===== src/rtl/drf_pkg.sv =====
// Shared types and constants for the duplicate-rejecting ring FIFO.
// No dependencies; used by dedup_ring_fifo_core.
package drf_pkg;

    localparam int unsigned DATA_W    = 32;
    localparam int unsigned CNT_W     = 5;
    localparam int unsigned DEPTH_DEF = 16;

    localparam logic [CNT_W-1:0] CAP_RESET = 5'd16;

    // operation kinds
    localparam logic KIND_ENQ = 1'b0;
    localparam logic KIND_DEQ = 1'b1;

    // result status codes
    typedef enum logic [1:0] {
        ST_DONE  = 2'd0,
        ST_DUP   = 2'd1,
        ST_FULL  = 2'd2,
        ST_EMPTY = 2'd3
    } drf_status_t;

    // sequencer states
    typedef enum logic [1:0] {
        S_IDLE,
        S_SCAN,
        S_DEQ,
        S_RESP
    } drf_state_t;

endpackage


===== src/rtl/drf_ram.sv =====
// Generic simple dual-port RAM: one write port, one read port, registered read.
// No dependencies.
module drf_ram #(
    parameter int unsigned WIDTH = 32,
    parameter int unsigned DEPTH = 16
) (
    input  logic                     clk,
    input  logic                     we,
    input  logic [$clog2(DEPTH)-1:0] waddr,
    input  logic [WIDTH-1:0]         wdata,
    input  logic                     re,
    input  logic [$clog2(DEPTH)-1:0] raddr,
    output logic [WIDTH-1:0]         rdata
);

    logic [WIDTH-1:0] mem [DEPTH];

    always_ff @(posedge clk) begin
        if (we) begin
            mem[waddr] <= wdata;
        end
        if (re) begin
            rdata <= mem[raddr];
        end
    end

endmodule


===== src/rtl/dedup_ring_fifo_core.sv =====
// Top level of the duplicate-rejecting ring FIFO.
// Depends on drf_pkg (types, constants) and drf_ram (entry storage).
//
// Usage:
//   Input channel s_*: one word per operation, s_kind selects enqueue of
//   s_value or dequeue of the oldest entry. Result channel m_*: one word per
//   input word, carrying status, data, fill count and empty/full flags.
//   Both channels are valid/ready; a word moves when valid and ready are high.
//   cfg_we/cfg_wdata set the capacity in use (0 acts as 1, values above the
//   ring depth saturate) and empty the ring; write it only while idle.
// Timing:
//   One operation is in flight at a time. An enqueue walks the held entries
//   through the RAM read port, one per cycle, to check for a duplicate; a
//   match ends the walk early. A dequeue reads the oldest entry through
//   the same port; a full or empty rejection goes straight to the answer.
//   The result word shows up in the first cycle that s_ready is high again.
// Reset: aresetn (synchronous, active low) empties the ring, sets capacity
//   to 16 and drops any pending result. RAM contents are not cleared.
// Stall: a finished result sits in the output register until m_ready; the
//   sequencer holds its answer until that register frees up.
module dedup_ring_fifo_core #(
    parameter int unsigned DEPTH = drf_pkg::DEPTH_DEF
) (
    input  logic                                aclk,
    input  logic                                aresetn,
    // configuration
    input  logic                                cfg_we,
    input  logic [drf_pkg::CNT_W-1:0]           cfg_wdata,
    // input channel
    input  logic                                s_valid,
    output logic                                s_ready,
    input  logic                                s_kind,
    input  logic signed [drf_pkg::DATA_W-1:0]   s_value,
    // result channel
    output logic                                m_valid,
    input  logic                                m_ready,
    output logic [1:0]                          m_status,
    output logic signed [drf_pkg::DATA_W-1:0]   m_data,
    output logic [drf_pkg::CNT_W-1:0]           m_fill_count,
    output logic                                m_is_empty_flag,
    output logic                                m_is_full_flag
);

    localparam int unsigned CW      = drf_pkg::CNT_W;
    localparam int unsigned DW      = drf_pkg::DATA_W;
    localparam int unsigned AW      = $clog2(DEPTH);
    // largest capacity the 5-bit register can reach on this depth
    localparam int unsigned CAP_MAX = (DEPTH < 31) ? DEPTH : 31;
    localparam int unsigned PW      = $clog2(CAP_MAX);
    localparam logic [CW-1:0] CAP_MAX_C = CW'(CAP_MAX);

    // pointer step with wrap at the capacity in use
    function automatic logic [PW-1:0] adv(input logic [PW-1:0] p,
                                          input logic [CW-1:0] cap);
        logic [CW-1:0] n;
        n = CW'(p) + CW'(1);
        return (n >= cap) ? '0 : PW'(n);
    endfunction

    // ---------------- state ----------------
    drf_pkg::drf_state_t state_reg, state_next;

    logic [CW-1:0] cap_reg,   cap_next;
    logic [PW-1:0] rd_ptr_reg, rd_ptr_next;
    logic [PW-1:0] wr_ptr_reg, wr_ptr_next;
    logic [CW-1:0] held_reg,  held_next;

    // scan walker
    logic [PW-1:0] scan_ptr_reg, scan_ptr_next;
    logic [CW-1:0] left_reg,     left_next;
    logic          cmp_valid_reg, cmp_valid_next;
    logic [DW-1:0] val_reg,      val_next;

    // pending answer
    drf_pkg::drf_status_t res_status_reg, res_status_next;
    logic [DW-1:0]        res_data_reg,   res_data_next;
    logic [CW-1:0]        res_count_reg,  res_count_next;

    // output register
    logic          m_valid_reg,  m_valid_next;
    logic [1:0]    m_status_reg, m_status_next;
    logic [DW-1:0] m_data_reg,   m_data_next;
    logic [CW-1:0] m_count_reg,  m_count_next;
    logic          m_empty_reg,  m_empty_next;
    logic          m_full_reg,   m_full_next;

    // RAM port
    logic          ram_we, ram_re;
    logic [AW-1:0] ram_waddr, ram_raddr;
    logic [DW-1:0] ram_rdata;

    // ---------------- decode ----------------
    logic [CW-1:0] cap_eff;
    logic          s_fire, out_free, full_now, empty_now, scan_hit, scan_last;

    assign cap_eff   = (cap_reg == '0) ? CW'(1) :
                       ((cap_reg > CAP_MAX_C) ? CAP_MAX_C : cap_reg);
    assign s_ready   = (state_reg == drf_pkg::S_IDLE);
    assign s_fire    = s_valid && s_ready;
    assign out_free  = !m_valid_reg || m_ready;
    assign full_now  = (held_reg >= cap_eff);
    assign empty_now = (held_reg == '0);
    assign scan_hit  = cmp_valid_reg && (ram_rdata == val_reg);
    assign scan_last = (left_reg == '0);

    // ---------------- next state ----------------
    always_comb begin
        state_next = state_reg;
        case (state_reg)
            drf_pkg::S_IDLE: begin
                if (s_fire) begin
                    if (s_kind == drf_pkg::KIND_ENQ) begin
                        state_next = full_now ? drf_pkg::S_RESP : drf_pkg::S_SCAN;
                    end else begin
                        state_next = empty_now ? drf_pkg::S_RESP : drf_pkg::S_DEQ;
                    end
                end
            end
            drf_pkg::S_SCAN: begin
                if (scan_hit || scan_last) begin
                    state_next = drf_pkg::S_RESP;
                end
            end
            drf_pkg::S_DEQ: begin
                state_next = drf_pkg::S_RESP;
            end
            drf_pkg::S_RESP: begin
                if (out_free) begin
                    state_next = drf_pkg::S_IDLE;
                end
            end
            default: begin
                state_next = drf_pkg::S_IDLE;
            end
        endcase
    end

    // ---------------- datapath and outputs ----------------
    always_comb begin
        cap_next        = cap_reg;
        rd_ptr_next     = rd_ptr_reg;
        wr_ptr_next     = wr_ptr_reg;
        held_next       = held_reg;
        scan_ptr_next   = scan_ptr_reg;
        left_next       = left_reg;
        cmp_valid_next  = 1'b0;
        val_next        = val_reg;
        res_status_next = res_status_reg;
        res_data_next   = res_data_reg;
        res_count_next  = res_count_reg;
        m_valid_next    = m_valid_reg;
        m_status_next   = m_status_reg;
        m_data_next     = m_data_reg;
        m_count_next    = m_count_reg;
        m_empty_next    = m_empty_reg;
        m_full_next     = m_full_reg;
        ram_we          = 1'b0;
        ram_waddr       = AW'(wr_ptr_reg);
        ram_re          = 1'b0;
        ram_raddr       = AW'(rd_ptr_reg);

        if (m_valid_reg && m_ready) begin
            m_valid_next = 1'b0;
        end

        case (state_reg)
            drf_pkg::S_IDLE: begin
                if (s_fire) begin
                    val_next = s_value;
                    if (s_kind == drf_pkg::KIND_ENQ) begin
                        res_status_next = drf_pkg::ST_FULL;
                        res_data_next   = '0;
                        res_count_next  = held_reg;
                        scan_ptr_next   = rd_ptr_reg;
                        left_next       = held_reg;
                    end else begin
                        res_status_next = drf_pkg::ST_EMPTY;
                        res_data_next   = '1;
                        res_count_next  = held_reg;
                        ram_re          = !empty_now;
                    end
                end
                // capacity write also empties the ring
                if (cfg_we) begin
                    cap_next    = cfg_wdata;
                    rd_ptr_next = '0;
                    wr_ptr_next = '0;
                    held_next   = '0;
                end
            end
            drf_pkg::S_SCAN: begin
                if (scan_hit) begin
                    res_status_next = drf_pkg::ST_DUP;
                    res_data_next   = '0;
                    res_count_next  = held_reg;
                end else if (scan_last) begin
                    // no match among held entries: store it
                    ram_we          = 1'b1;
                    wr_ptr_next     = adv(wr_ptr_reg, cap_eff);
                    held_next       = held_reg + CW'(1);
                    res_status_next = drf_pkg::ST_DONE;
                    res_data_next   = '0;
                    res_count_next  = held_reg + CW'(1);
                end else begin
                    ram_re         = 1'b1;
                    ram_raddr      = AW'(scan_ptr_reg);
                    scan_ptr_next  = adv(scan_ptr_reg, cap_eff);
                    left_next      = left_reg - CW'(1);
                    cmp_valid_next = 1'b1;
                end
            end
            drf_pkg::S_DEQ: begin
                res_status_next = drf_pkg::ST_DONE;
                res_data_next   = ram_rdata;
                rd_ptr_next     = adv(rd_ptr_reg, cap_eff);
                held_next       = held_reg - CW'(1);
                res_count_next  = held_reg - CW'(1);
            end
            drf_pkg::S_RESP: begin
                if (out_free) begin
                    m_valid_next  = 1'b1;
                    m_status_next = res_status_reg;
                    m_data_next   = res_data_reg;
                    m_count_next  = res_count_reg;
                    m_empty_next  = (res_count_reg == '0);
                    m_full_next   = (res_count_reg == cap_eff);
                end
            end
            default: begin
            end
        endcase
    end

    // ---------------- registers ----------------
    always_ff @(posedge aclk) begin
        if (!aresetn) begin
            state_reg     <= drf_pkg::S_IDLE;
            cap_reg       <= drf_pkg::CAP_RESET;
            rd_ptr_reg    <= '0;
            wr_ptr_reg    <= '0;
            held_reg      <= '0;
            cmp_valid_reg <= 1'b0;
            m_valid_reg   <= 1'b0;
        end else begin
            state_reg     <= state_next;
            cap_reg       <= cap_next;
            rd_ptr_reg    <= rd_ptr_next;
            wr_ptr_reg    <= wr_ptr_next;
            held_reg      <= held_next;
            cmp_valid_reg <= cmp_valid_next;
            m_valid_reg   <= m_valid_next;
        end
    end

    always_ff @(posedge aclk) begin
        scan_ptr_reg   <= scan_ptr_next;
        left_reg       <= left_next;
        val_reg        <= val_next;
        res_status_reg <= res_status_next;
        res_data_reg   <= res_data_next;
        res_count_reg  <= res_count_next;
        m_status_reg   <= m_status_next;
        m_data_reg     <= m_data_next;
        m_count_reg    <= m_count_next;
        m_empty_reg    <= m_empty_next;
        m_full_reg     <= m_full_next;
    end

    drf_ram #(
        .WIDTH (DW),
        .DEPTH (DEPTH)
    ) u_store (
        .clk   (aclk),
        .we    (ram_we),
        .waddr (ram_waddr),
        .wdata (val_reg),
        .re    (ram_re),
        .raddr (ram_raddr),
        .rdata (ram_rdata)
    );

    assign m_valid         = m_valid_reg;
    assign m_status        = m_status_reg;
    assign m_data          = m_data_reg;
    assign m_fill_count    = m_count_reg;
    assign m_is_empty_flag = m_empty_reg;
    assign m_is_full_flag  = m_full_reg;

    // ---------------- checks ----------------
    a_held_in_cap: assert property (@(posedge aclk) disable iff (!aresetn)
        held_reg <= cap_eff)
        else $error("held count exceeds capacity");

    a_ptrs_in_cap: assert property (@(posedge aclk) disable iff (!aresetn)
        (CW'(rd_ptr_reg) < cap_eff) && (CW'(wr_ptr_reg) < cap_eff))
        else $error("ring pointer beyond capacity");

    a_deq_nonempty: assert property (@(posedge aclk) disable iff (!aresetn)
        (state_reg == drf_pkg::S_DEQ) |-> (held_reg != '0))
        else $error("dequeue read on empty ring");

    a_store_then_resp: assert property (@(posedge aclk) disable iff (!aresetn)
        ram_we |=> (state_reg == drf_pkg::S_RESP) && ($past(held_reg) + CW'(1) == held_reg))
        else $error("store not followed by response");

    a_no_read_on_write: assert property (@(posedge aclk) disable iff (!aresetn)
        !(ram_we && ram_re))
        else $error("read and write in the same scan cycle");

endmodule

===== config.mk =====
export PLATFORM = sky130hd
export DESIGN_NAME = dedup_ring_fifo_core
export DESIGN_NICKNAME = d
export VERILOG_FILES = /design/src/rtl/drf_pkg.sv /design/src/rtl/drf_ram.sv /design/src/rtl/dedup_ring_fifo_core.sv
export SDC_FILE = /design/constraint.sdc
export NUM_CORES = 1
export LEC_CHECK = 0
export ABC_AREA = 1
export BUFFER_PORTS_ARGS = -buffer_cell sky130_fd_sc_hd__buf_4
export CORE_MARGIN = 1
export CORE_UTILIZATION = 45
export CTS_CLUSTER_SIZE = 25
export DETAILED_ROUTE_END_ITERATION = 12
export HOLD_SLACK_MARGIN = 0.05
export SETUP_SLACK_MARGIN = 0.3
export SYNTH_ARGS = -nofsm -noshare
export SYNTH_HDL_FRONTEND = slang
export SYNTH_SLANG_ARGS = --single-unit

===== constraint.sdc =====
create_clock -name aclk -period 10.4 [get_ports aclk]
set_clock_uncertainty 0.1 [all_clocks]
set_input_delay 2.08 -clock aclk [delete_from_list [all_inputs] [get_ports aclk]]
set_output_delay 2.08 -clock aclk [all_outputs]
set_load 0.05 [all_outputs]

# Word-level counts from Yosys, hierarchy flattened
# Memory sizes are Yosys's and may differ from the RTL's. A register that Yosys moved wholly into a read port is not among the register bits.
# Cells that the tools add are included.
word_totals:
  mem_bits_rw: 512
  memories: 1
  ff_bits: 143
  wordCells: 129
  inputBits: 43
  out_inout_bits: 43
op_classes:
  n_eq_ne: 14
  n_reduce_logical: 25
  muxes: 60
  magnitude_cmp: 5
  addsub: 6
mem_list:
  columns: ["memory", "depth", "width", "rd", "rd_ports_with_merged_regs", "wr", "line_no", "rtl"]
  rows:
  - ["u_store.mem", 16, 32, 1, 1, 1, "drf_ram.sv:16", "logic [WIDTH-1:0] mem [DEPTH];"]
op_table:
  columns: ["operator", "n"]
  rows:
  - ["32-bit two-way mux", 4]
  - ["32-bit case mux with 3 select lines", 1]
  - ["5-bit two-way mux", 11]
  - ["4-bit two-way mux", 13]
  - ["32-bit equality test", 1]
  - ["5-bit case mux with 3 select lines", 2]
  - ["4-bit case mux with 2 select lines", 3]
  - ["5-bit greater-or-equal comparator", 4]
  - ["5-bit zero test", 4]
  - ["2-bit two-way mux", 8]
  - ["4-bit by 1-bit adder with 5-bit output, second input constant", 3]
  - ["1-bit two-way mux", 14]
  - ["2-bit inequality test, second input constant", 7]
  - ["5-bit case mux with 2 select lines", 1]
  - ["2-bit AND reduction", 5]
  - ["5-bit by 1-bit subtractor with 5-bit output, second input constant", 2]
  - ["2-bit case mux with 4 select lines", 1]
  - ["4-bit AND reduction", 2]
  - ["2-bit case mux with 3 select lines", 1]
  - ["3-bit AND reduction", 2]
  - ["5-bit by 1-bit adder with 5-bit output, second input constant", 1]
  - ["5-bit equality test", 1]
  - ["5-bit greater-than comparator, second input constant", 1]
  - ["5-bit AND reduction", 1]
  - ["11 further kinds", 17]

# Depth between registers and ports, before layout
# Gate-level depths: netlist (run 1).
depth:
  depth_word: 8
  mapped_depth: 20

# By module
# A second synthesis (run 1) with hierarchy kept.
unflattened:
  hier_cells: 2910
  hier_area_um2: 30210.2
by_module_without_submodules:
  columns: ["module", "instances", "cells_per_inst", "area_each_um2"]
  rows:
  - ["drf_ram", 1, 2122, 23052.1]
  - ["dedup_ring_fifo_core", 1, 788, 7158.1]

# Worst setup path after synthesis (run 1)
# Ideal clock, no wire load.
synth_timing:
  path_type: "input to register"
  startpoint: "input port s_valid"
  endpoint: "register res_count_reg[0], enable pin"
  setup_time_ps: 484
  path_stages: 2
  path_slack_ps: 4986
  t_arrival_ps: 4830
  cell_sequence: "nor2_1 -> nor3_1"
synth_via:
  elab_chain_cells: 3
synth_lines:
  columns: ["element", "line_no", "rtl"]
  rows:
  - ["from (decl)", "dedup_ring_fifo_core.sv:30", "input logic s_valid,"]
  - ["1-bit logical AND", "dedup_ring_fifo_core.sv:99", "assign s_fire = s_valid && s_ready;"]
  - ["2-bit by 1-bit inequality test with 1-bit output (no source line)", null, null]
  - ["3-bit AND reduction (no source line)", null, null]
  - ["to (signal assigned)", "dedup_ring_fifo_core.sv:261", "res_count_reg <= res_count_next;"]
  - ["to (decl)", "dedup_ring_fifo_core.sv:77", "logic [CW-1:0] res_count_reg, res_count_next;"]
# Every way passes these cells.
# A chain may end at the register's enable or synchronous reset.

# Final worst setup path (run 1)
layout_timing:
  startpoint: "register val_reg[7]"
  endpoint: "register u_store.rdata[7] (read register of u_store.mem) (data pin)"
layout_via:
  elab_chain_cells: 4
layout_lines:
  columns: ["element", "line_no", "rtl"]
  rows:
  - ["from (decl)", "dedup_ring_fifo_core.sv:72", "logic [DW-1:0] val_reg, val_next;"]
  - ["from (signal assigned)", "dedup_ring_fifo_core.sv:258", "val_reg <= val_next;"]
  - ["32-bit equality test *", "dedup_ring_fifo_core.sv:103", "assign scan_hit = cmp_valid_reg && (ram_rdata == val_reg);"]
  - ["1-bit logical AND *", "dedup_ring_fifo_core.sv:103", null]
  - ["1-bit two-way mux or 4-bit two-way mux (tied branches)", "dedup_ring_fifo_core.sv:192", "if (scan_hit) begin"]
  - ["1-bit case mux with 2 select lines or 4-bit two-way mux (tied branches)", "dedup_ring_fifo_core.sv:166", "case (state_reg)"]
  - ["to (decl)", "drf_ram.sv:13", "output logic [WIDTH-1:0] rdata"]
# Every way passes the cells marked *; elsewhere a longest branch is shown, timed or not.

==> results of run 1 <==
## kinds of logic (layout without fill, tap and decap cells)
family | count (synthesis) | in the layout | share of synthesized area
adder cells (fa/ha/maj) | 33 | 33 | 0.01380
AND/OR/NAND/NOR | 1366 | 1366 | 0.1989
AO/OA/AOI/OAI | 127 | 127 | 0.02338
buffers and inverters | 505 | 612 | 0.07690
flip-flops | 687 | 687 | 0.6821
XOR/XNOR | 17 | 17 | 0.004976
## cell usage after synthesis (all sizes together) (2+ instances only)
library cell,number,area share
dfxtp,22,0.015
inv,358,0.045
o211ai,2,0.00050
xnor2,9,0.0026
o2bb2ai,2,0.00059
o31ai,3,0.00075
nand3,611,0.10
or2,2,0.00042
clkbuf,26,0.0033
buf,120,0.029
nand4,5,0.0010
nor3,9,0.0015
ha,33,0.014
a211oi,5,0.0013
nand2,676,0.085
a21oi,35,0.0059
o21ai,72,0.012
edfxtp,665,0.67
nor2,62,0.0079
xor2,8,0.0023
## layout make-up
cell class	count	share of cell area
well taps	864	0.03236
multi-input cells	1543	0.2217
clock buffers	88	0.05828
inverters	359	0.04038
clock inverters	41	0.008465
repair buffers	124	0.02787
flip-flops and latches	687	0.6110
## worst max path at each step
stage | from | to | slack (ns) | cells past startpoint
6_report | val_reg[7] | u_store.rdata[7] | 5.11 | 16
3_3_place_gp | val_reg[5] | u_store.rdata[8] | 5.31 | 16
2_1_floorplan | s_valid | res_count_reg[0] | 4.99 | 2
4_1_cts | val_reg[5] | u_store.rdata[7] | 5.17 | 16
3_5_place_dp | val_reg[5] | u_store.rdata[7] | 5.18 | 16
5_1_grt | val_reg[5] | u_store.rdata[10] | 4.76 | 16
## power by group through the flow
stage               clock network, mW  registers (mW)  logic (mW)
floorplan                           0            3.84        2.06
finish                           2.46            3.83        2.77
global placement                    0            3.87        2.70
global route                     2.61            3.87        3.08
detailed placement                  0            3.88        2.75
CTS                              2.51            3.83        2.76
## routing by layer
| metal | global-route usage | vias to the layer above | wire length, µm |
|---|---|---|---|
| met1 | 0.3113 | 9754 | 32170 |
| met3 | 0.03363 | 137 | 5778 |
| met2 | 0.3661 | 818 | 35380 |
| met4 | 0.08154 | 0 | 2039 |
| li1 | - | 9371 | - |
| met5 | 0 | - | 0 |
## critical path, cell delays in order, from the launching register on
cell	delay, ns
sky130_fd_sc_hd__edfxtp_1	0.74
sky130_fd_sc_hd__nand2_1	0.10
sky130_fd_sc_hd__o21ai_1	0.09
sky130_fd_sc_hd__nor2_1	0.06
sky130_fd_sc_hd__nand3_1	0.17
sky130_fd_sc_hd__nor2_1	0.17
sky130_fd_sc_hd__nand3_2	0.18
sky130_fd_sc_hd__nand2_2	0.15
sky130_fd_sc_hd__nand2_8	0.36
sky130_fd_sc_hd__buf_4	0.68
sky130_fd_sc_hd__buf_4	0.69
sky130_fd_sc_hd__buf_4	0.75
sky130_fd_sc_hd__nand3_1	0.18
sky130_fd_sc_hd__nand3_1	0.15
sky130_fd_sc_hd__nand3_1	0.11
sky130_fd_sc_hd__nand3_1	0.11
sky130_fd_sc_hd__nand2_1	0.06
==> impl_metrics.yaml, run 1 <==
run_status:
  outcome: "finished clean"
flow_run:
  timing.max_cap.violations: 0
detailed_routing:
  detail-route-antenna-nets: 0
  totalWireLength_um: 75370
  post_drt_wl_per_cell_um: 20.34
  detailedRoute.firstIterationViolations: 2147
  dr.pass1.iters: 6
  route.detailed.vias_per_inst: 5.418
  vias: 20080
  drc: 0
timing:
  setup_viol_count_final: 0
  setup_slack_ns: 5.114
  minimum_clock_period_ns: 5.286
  timing.final.hold_violations: 0
  max_slew_violation_total_from_the_final_report: 0
  min_period_over_period: 0.5083
  setup_repair_after_global_routing_missed_its_margin: "false"
  hold-worst-slack_ns: 0.3159
  worstMarginPinSlew_ns: 1.133
  fmaxAchievable_ghz: 0.1892
  final.setup.tns_ns: 0
  slew_headroom: 0.2445
cts:
  max-clock-path-buffers: 3
  cts_resized: 0
  cts.htree.levels: 3
  cts.hold.buffers_added: 0
  root_buffer: "sky130_fd_sc_hd__clkbuf_16"
  clk_pin_slew_ns: 0.06
  cts_tree: "done"
  cts_num_sinks: 687
  tritoncts.num_buffers: 73
  clock_insertion_delay_worst_skew_ns: 0.61
  post_cts.repair.setup_buffers: 0
final_layout:
  finish.net_count: 2864
  drive_gt1_frac: 0.09219
  finish.cell_count_without_fillers: 3706
  final_common_cell: "sky130_fd_sc_hd__nand2_1"
  final_cell_area_um2: 33400
  multi_input_area_um2: 7405
  register_with_the_most_flip_flops: "u_store.mem"
  layout.cells.most_common_list: "sky130_fd_sc_hd__nand2_1, sky130_fd_sc_hd__edfxtp_1, sky130_fd_sc_hd__nand3_1"
  filler_cell_count: 5712
  final-seq-area_um2: 20410
  antenna-diode-count: 0
  layout-area-overhead-vs-synth_pct: 11.64
  finalCoreUtilization: 0.5081
  largest_reg_flops: 512
setup_path:
  worst-r2r-cell-count: 16
  sort_of_element_at_the_end_of_the_critical_path: "register"
  critPathRequiredTime_ns: 10.65
  r2r-end: "u_store.rdata[7]"
  crit-reg2reg-launch: "val_reg[7]"
  arrival_worst_endpoint_ns: 5.54
  timing.critical_path.fanout_max: 77
  start_kind: "register"
  worst-r2r-setup-slack_ns: 5.11
  setup.worst_path.class: "register to register"
die:
  dieArea_um2: 67530
  num_rows: 94
  top_level_ports: 86
  initial_utilization: 0.4551
  core_area_um2: 65750
  die-height_um: 259.9
  dieWidth_um: 259.9
power:
  power_report.internal_total_mw: 5.717
  max-vdd-ir-drop_mv: 0.1448
  power.clock.fraction: 0.272
  power.switching_fraction: 0.3682
  overall_power_consumption_mw: 9.050
  p_switching_mw: 3.333
  comb_power_share: 0.306
  total_leakage_power_nw: 13.40
  power.sequential.fraction: 0.423
  power_density_nw_per_um2: 270.9
place:
  placedCellCount: 3577
  dp_slack_ns: 5.177
  portBuffers: 85
  placedInstanceArea_um2: 31170
  gp_congestion: 0.8427
  hpwl_um: 40450
global_routing:
  groute.usage.overall: 0.2267
  first_global_vias: 19407
  global_route.overflow_total: 0
  antenna_found_initial: 4
  grt_start_max_net_pins: 117
  grt_pass1_wl_um: 115400
yosys:
  async_reset_ff_frac: 0
  synthesis.area_um2: 29920
  ys.warnings.count: 0
  mapped_nets: 2811
  synth_cell_types: 40
  synth.yosys.seq_area_share: 0.6821
  avgSynthCellArea_um2: 10.94
  synth_flop_cell: "sky130_fd_sc_hd__edfxtp_1"
  mapped_cells: 2735
  synth_edf_count: 665
  synth.ff_latch_count: 687
min_path:
  min_delay_path_depth: 0
  timing.hold.worst.start: "res_data_reg[30]"
  hold_end: "m_data[30]"
  hold_path_class: "register to register"
Note: power is estimated with default switching activity, not from simulation.
==> run 2: changes to the inputs <==
--- a/config.mk
+++ b/config.mk
@@ -5,7 +5,7 @@
 export SDC_FILE = /design/constraint.sdc
 export NUM_CORES = 1
 export LEC_CHECK = 0
-export ABC_AREA = 1
+export ABC_AREA = 0
 export BUFFER_PORTS_ARGS = -buffer_cell sky130_fd_sc_hd__buf_4
 export CORE_MARGIN = 1
 export CORE_UTILIZATION = 45
==> constraint.sdc (replaced) <==
create_clock -name aclk -period 5.22 [get_ports aclk]
set_clock_uncertainty 0.1 [all_clocks]
set_input_delay 1.044 -clock aclk [delete_from_list [all_inputs] [get_ports aclk]]
set_output_delay 1.044 -clock aclk [all_outputs]
set_load 0.05 [all_outputs]
==> impl_metrics.yaml, run 2 <==
min_path:
  hold_end: "m_data[28]"
  min_delay_path_depth: 0
  hold_path_class: "register to register"
  timing.hold.worst.start: "res_data_reg[28]"
final_layout:
  finish.cell_count_without_fillers: 2549
  drive_gt1_frac: 0.1588
  filler_cell_count: 4761
  antenna-diode-count: 0
  final_cell_area_um2: 31300
  layout-area-overhead-vs-synth_pct: 15.44
  largest_reg_flops: 512
  layout.cells.most_common_list: "sky130_fd_sc_hd__edfxtp_1, sky130_fd_sc_hd__mux2i_1, sky130_fd_sc_hd__buf_4"
  final_common_cell: "sky130_fd_sc_hd__edfxtp_1"
  multi_input_area_um2: 6342
  final-seq-area_um2: 20410
  finish.net_count: 1796
  register_with_the_most_flip_flops: "u_store.mem"
timing:
  setup_slack_ns: 0.6993
  setup_repair_after_global_routing_missed_its_margin: "false"
  minimum_clock_period_ns: 4.521
  min_period_over_period: 0.8660
  worstMarginPinSlew_ns: 1.235
  fmaxAchievable_ghz: 0.2212
  setup_viol_count_final: 0
  slew_headroom: 0.1745
  timing.final.hold_violations: 0
  final.setup.tns_ns: 0
  max_slew_violation_total_from_the_final_report: 0
setup_path:
  crit-reg2reg-launch: "val_reg[30]"
  worst-r2r-setup-slack_ns: 0.70
  r2r-end: "u_store.rdata[1]"
  sort_of_element_at_the_end_of_the_critical_path: "register"
  path_cells: "xor2_1 -> nor4_1 -> nand4_1 -> or3_1 -> nand3_2 -> buf_4 -> mux2i_4 -> buf_4 -> o22ai_1 -> or4_1"
  critPathRequiredTime_ns: 5.47
  worst_path_most_repeated_cell: "sky130_fd_sc_hd__buf_4"
  crit_slowest_cell: "sky130_fd_sc_hd__or3_1"
  setup.worst_path.class: "register to register"
  arrival_worst_endpoint_ns: 4.77
  timing.critical_path.fanout_max: 17
  crit_path_start: "val_reg[30]"
  total_buffers_and_inverters_traversed_by_the_critical_path: 2
  worst-r2r-cell-count: 10
  cp_top_family: "simple AND/OR/NAND/NOR gates"
  start_kind: "register"
  cpPeakStageDelay_ns: 0.61
detailed_routing:
  drc: 0
  post_drt_wl_per_cell_um: 26.03
  route.detailed.vias_per_inst: 5.757
  detail-route-antenna-nets: 0
  totalWireLength_um: 66340
  vias: 14674
  dr.pass1.iters: 8
  detailedRoute.firstIterationViolations: 1514
cts:
  root_buffer: "sky130_fd_sc_hd__clkbuf_16"
  cts_num_sinks: 687
  clock_insertion_delay_worst_skew_ns: 0.62
  cts.htree.levels: 3
  cts.hold.buffers_added: 0
  max-clock-path-buffers: 3
  cts_resized: 0
  cts_tree: "done"
  post_cts.repair.setup_buffers: 0
  tritoncts.num_buffers: 71
  clk_pin_slew_ns: 0.06
yosys:
  synth.most_common_cell: "sky130_fd_sc_hd__edfxtp_1"
  synth.top_cells.by_area: "sky130_fd_sc_hd__edfxtp_1, sky130_fd_sc_hd__mux2i_1, sky130_fd_sc_hd__o22ai_1"
  ys.warnings.count: 0
  post-synth-top-area-fraction: 0.7366
  synth_cell_types: 55
  avgSynthCellArea_um2: 17.17
  synth_flop_cell: "sky130_fd_sc_hd__edfxtp_1"
  mapped_cells: 1579
  synth_edf_count: 665
  synth.top_cells.by_count: "sky130_fd_sc_hd__edfxtp_1, sky130_fd_sc_hd__mux2i_1, sky130_fd_sc_hd__o22ai_1, sky130_fd_sc_hd__nor2_1, sky130_fd_sc_hd__clkbuf_1"
  synth_largest_area_cell: "sky130_fd_sc_hd__edfxtp_1"
  synth.yosys.seq_area_share: 0.7528
  synthesis.area_um2: 27110
  synth.ff_latch_count: 687
  mapped_nets: 1655
  async_reset_ff_frac: 0
die:
  dieWidth_um: 247.4
  initial_utilization: 0.4576
  die-height_um: 247.4
  dieArea_um2: 61230
  core_area_um2: 59240
  num_rows: 89
  top_level_ports: 86
place:
  gp_congestion: 0.8080
  dp_slack_ns: 0.7561
  placedInstanceArea_um2: 29030
  portBuffers: 85
  hpwl_um: 37620
  placedCellCount: 2420
global_routing:
  first_global_vias: 14407
  antenna_found_initial: 2
  grt_pass1_wl_um: 95480
  global_route.overflow_total: 0
  grt_start_max_net_pins: 56
  groute.usage.overall: 0.2188
flow_run:
  timing.max_cap.violations: 0
run_status:
  outcome: "finished clean"
power:
  power_density_nw_per_um2: 525.5
  max-vdd-ir-drop_mv: 0.3216
  total_leakage_power_nw: 12.00
## run 2: area by class of cell
type / instances / share of cell area
clock buffer: 86 / 0.05925
tap: 773 / 0.03090
timing repair buffer: 151 / 0.03902
multi-input combinational: 784 / 0.2027
inverter: 25 / 0.002998
sequential: 687 / 0.6521
clock inverter: 43 / 0.01303
## run 2: cells by family (layout without fill, tap and decap cells)
kind of cell,count (synthesis),count (layout),synth area share
DFF,687,687,0.7528
muxes,272,272,0.1006
xor gates and xnor gates,43,43,0.01389
AOI/OAI and AO/OA,241,241,0.05797
adders and majority gates,36,36,0.01634
buffers and inverters,108,305,0.02100
and+or+nand+nor,192,192,0.03734
## run 2: through the flow
step	hold WS, ns	power (mW)	utilization
global route	0.3249	17.08	0.5283
global placement	0.3015	11.56	0.4901
detailed placement	0.3045	11.61	0.4901
floorplan	0.3003	10.26	-
CTS	0.3185	16.54	0.5283
finish	0.3184	16.45	0.5283
## run 2: worst max path at each step
stage / end / cells after the start
global route: u_store.rdata[1] / 10
floorplan: u_store.mem[3][0] / 9
CTS: u_store.rdata[30] / 10
global placement: u_store.rdata[30] / 10
finish: u_store.rdata[1] / 10
detailed placement: u_store.rdata[3] / 10
## run 2: worst reg2reg max path, cell delays in order (launching register included)
cell and delay, ns:
sky130_fd_sc_hd__edfxtp_1 0.60, sky130_fd_sc_hd__xor2_1 0.24, sky130_fd_sc_hd__nor4_1 0.49, sky130_fd_sc_hd__nand4_1 0.37
sky130_fd_sc_hd__or3_1 0.61, sky130_fd_sc_hd__nand3_2 0.28, sky130_fd_sc_hd__buf_4 0.25, sky130_fd_sc_hd__mux2i_4 0.25
sky130_fd_sc_hd__buf_4 0.34, sky130_fd_sc_hd__o22ai_1 0.17, sky130_fd_sc_hd__or4_1 0.55
## run 2: power by group
part           internal [mW]  switching, mW
sequential              6.97          0.439
clock                   2.85           2.08
combinational           1.57           2.54
## run 2: per-layer routing
layer  global-route usage  routed length, µm  vias up
li1                     -                  -     6541
met1               0.2964              28180     7490
met2               0.3550              32110      537
met3              0.03925               4408      104
met4              0.07759               1630        2
met5                    0                  8        -
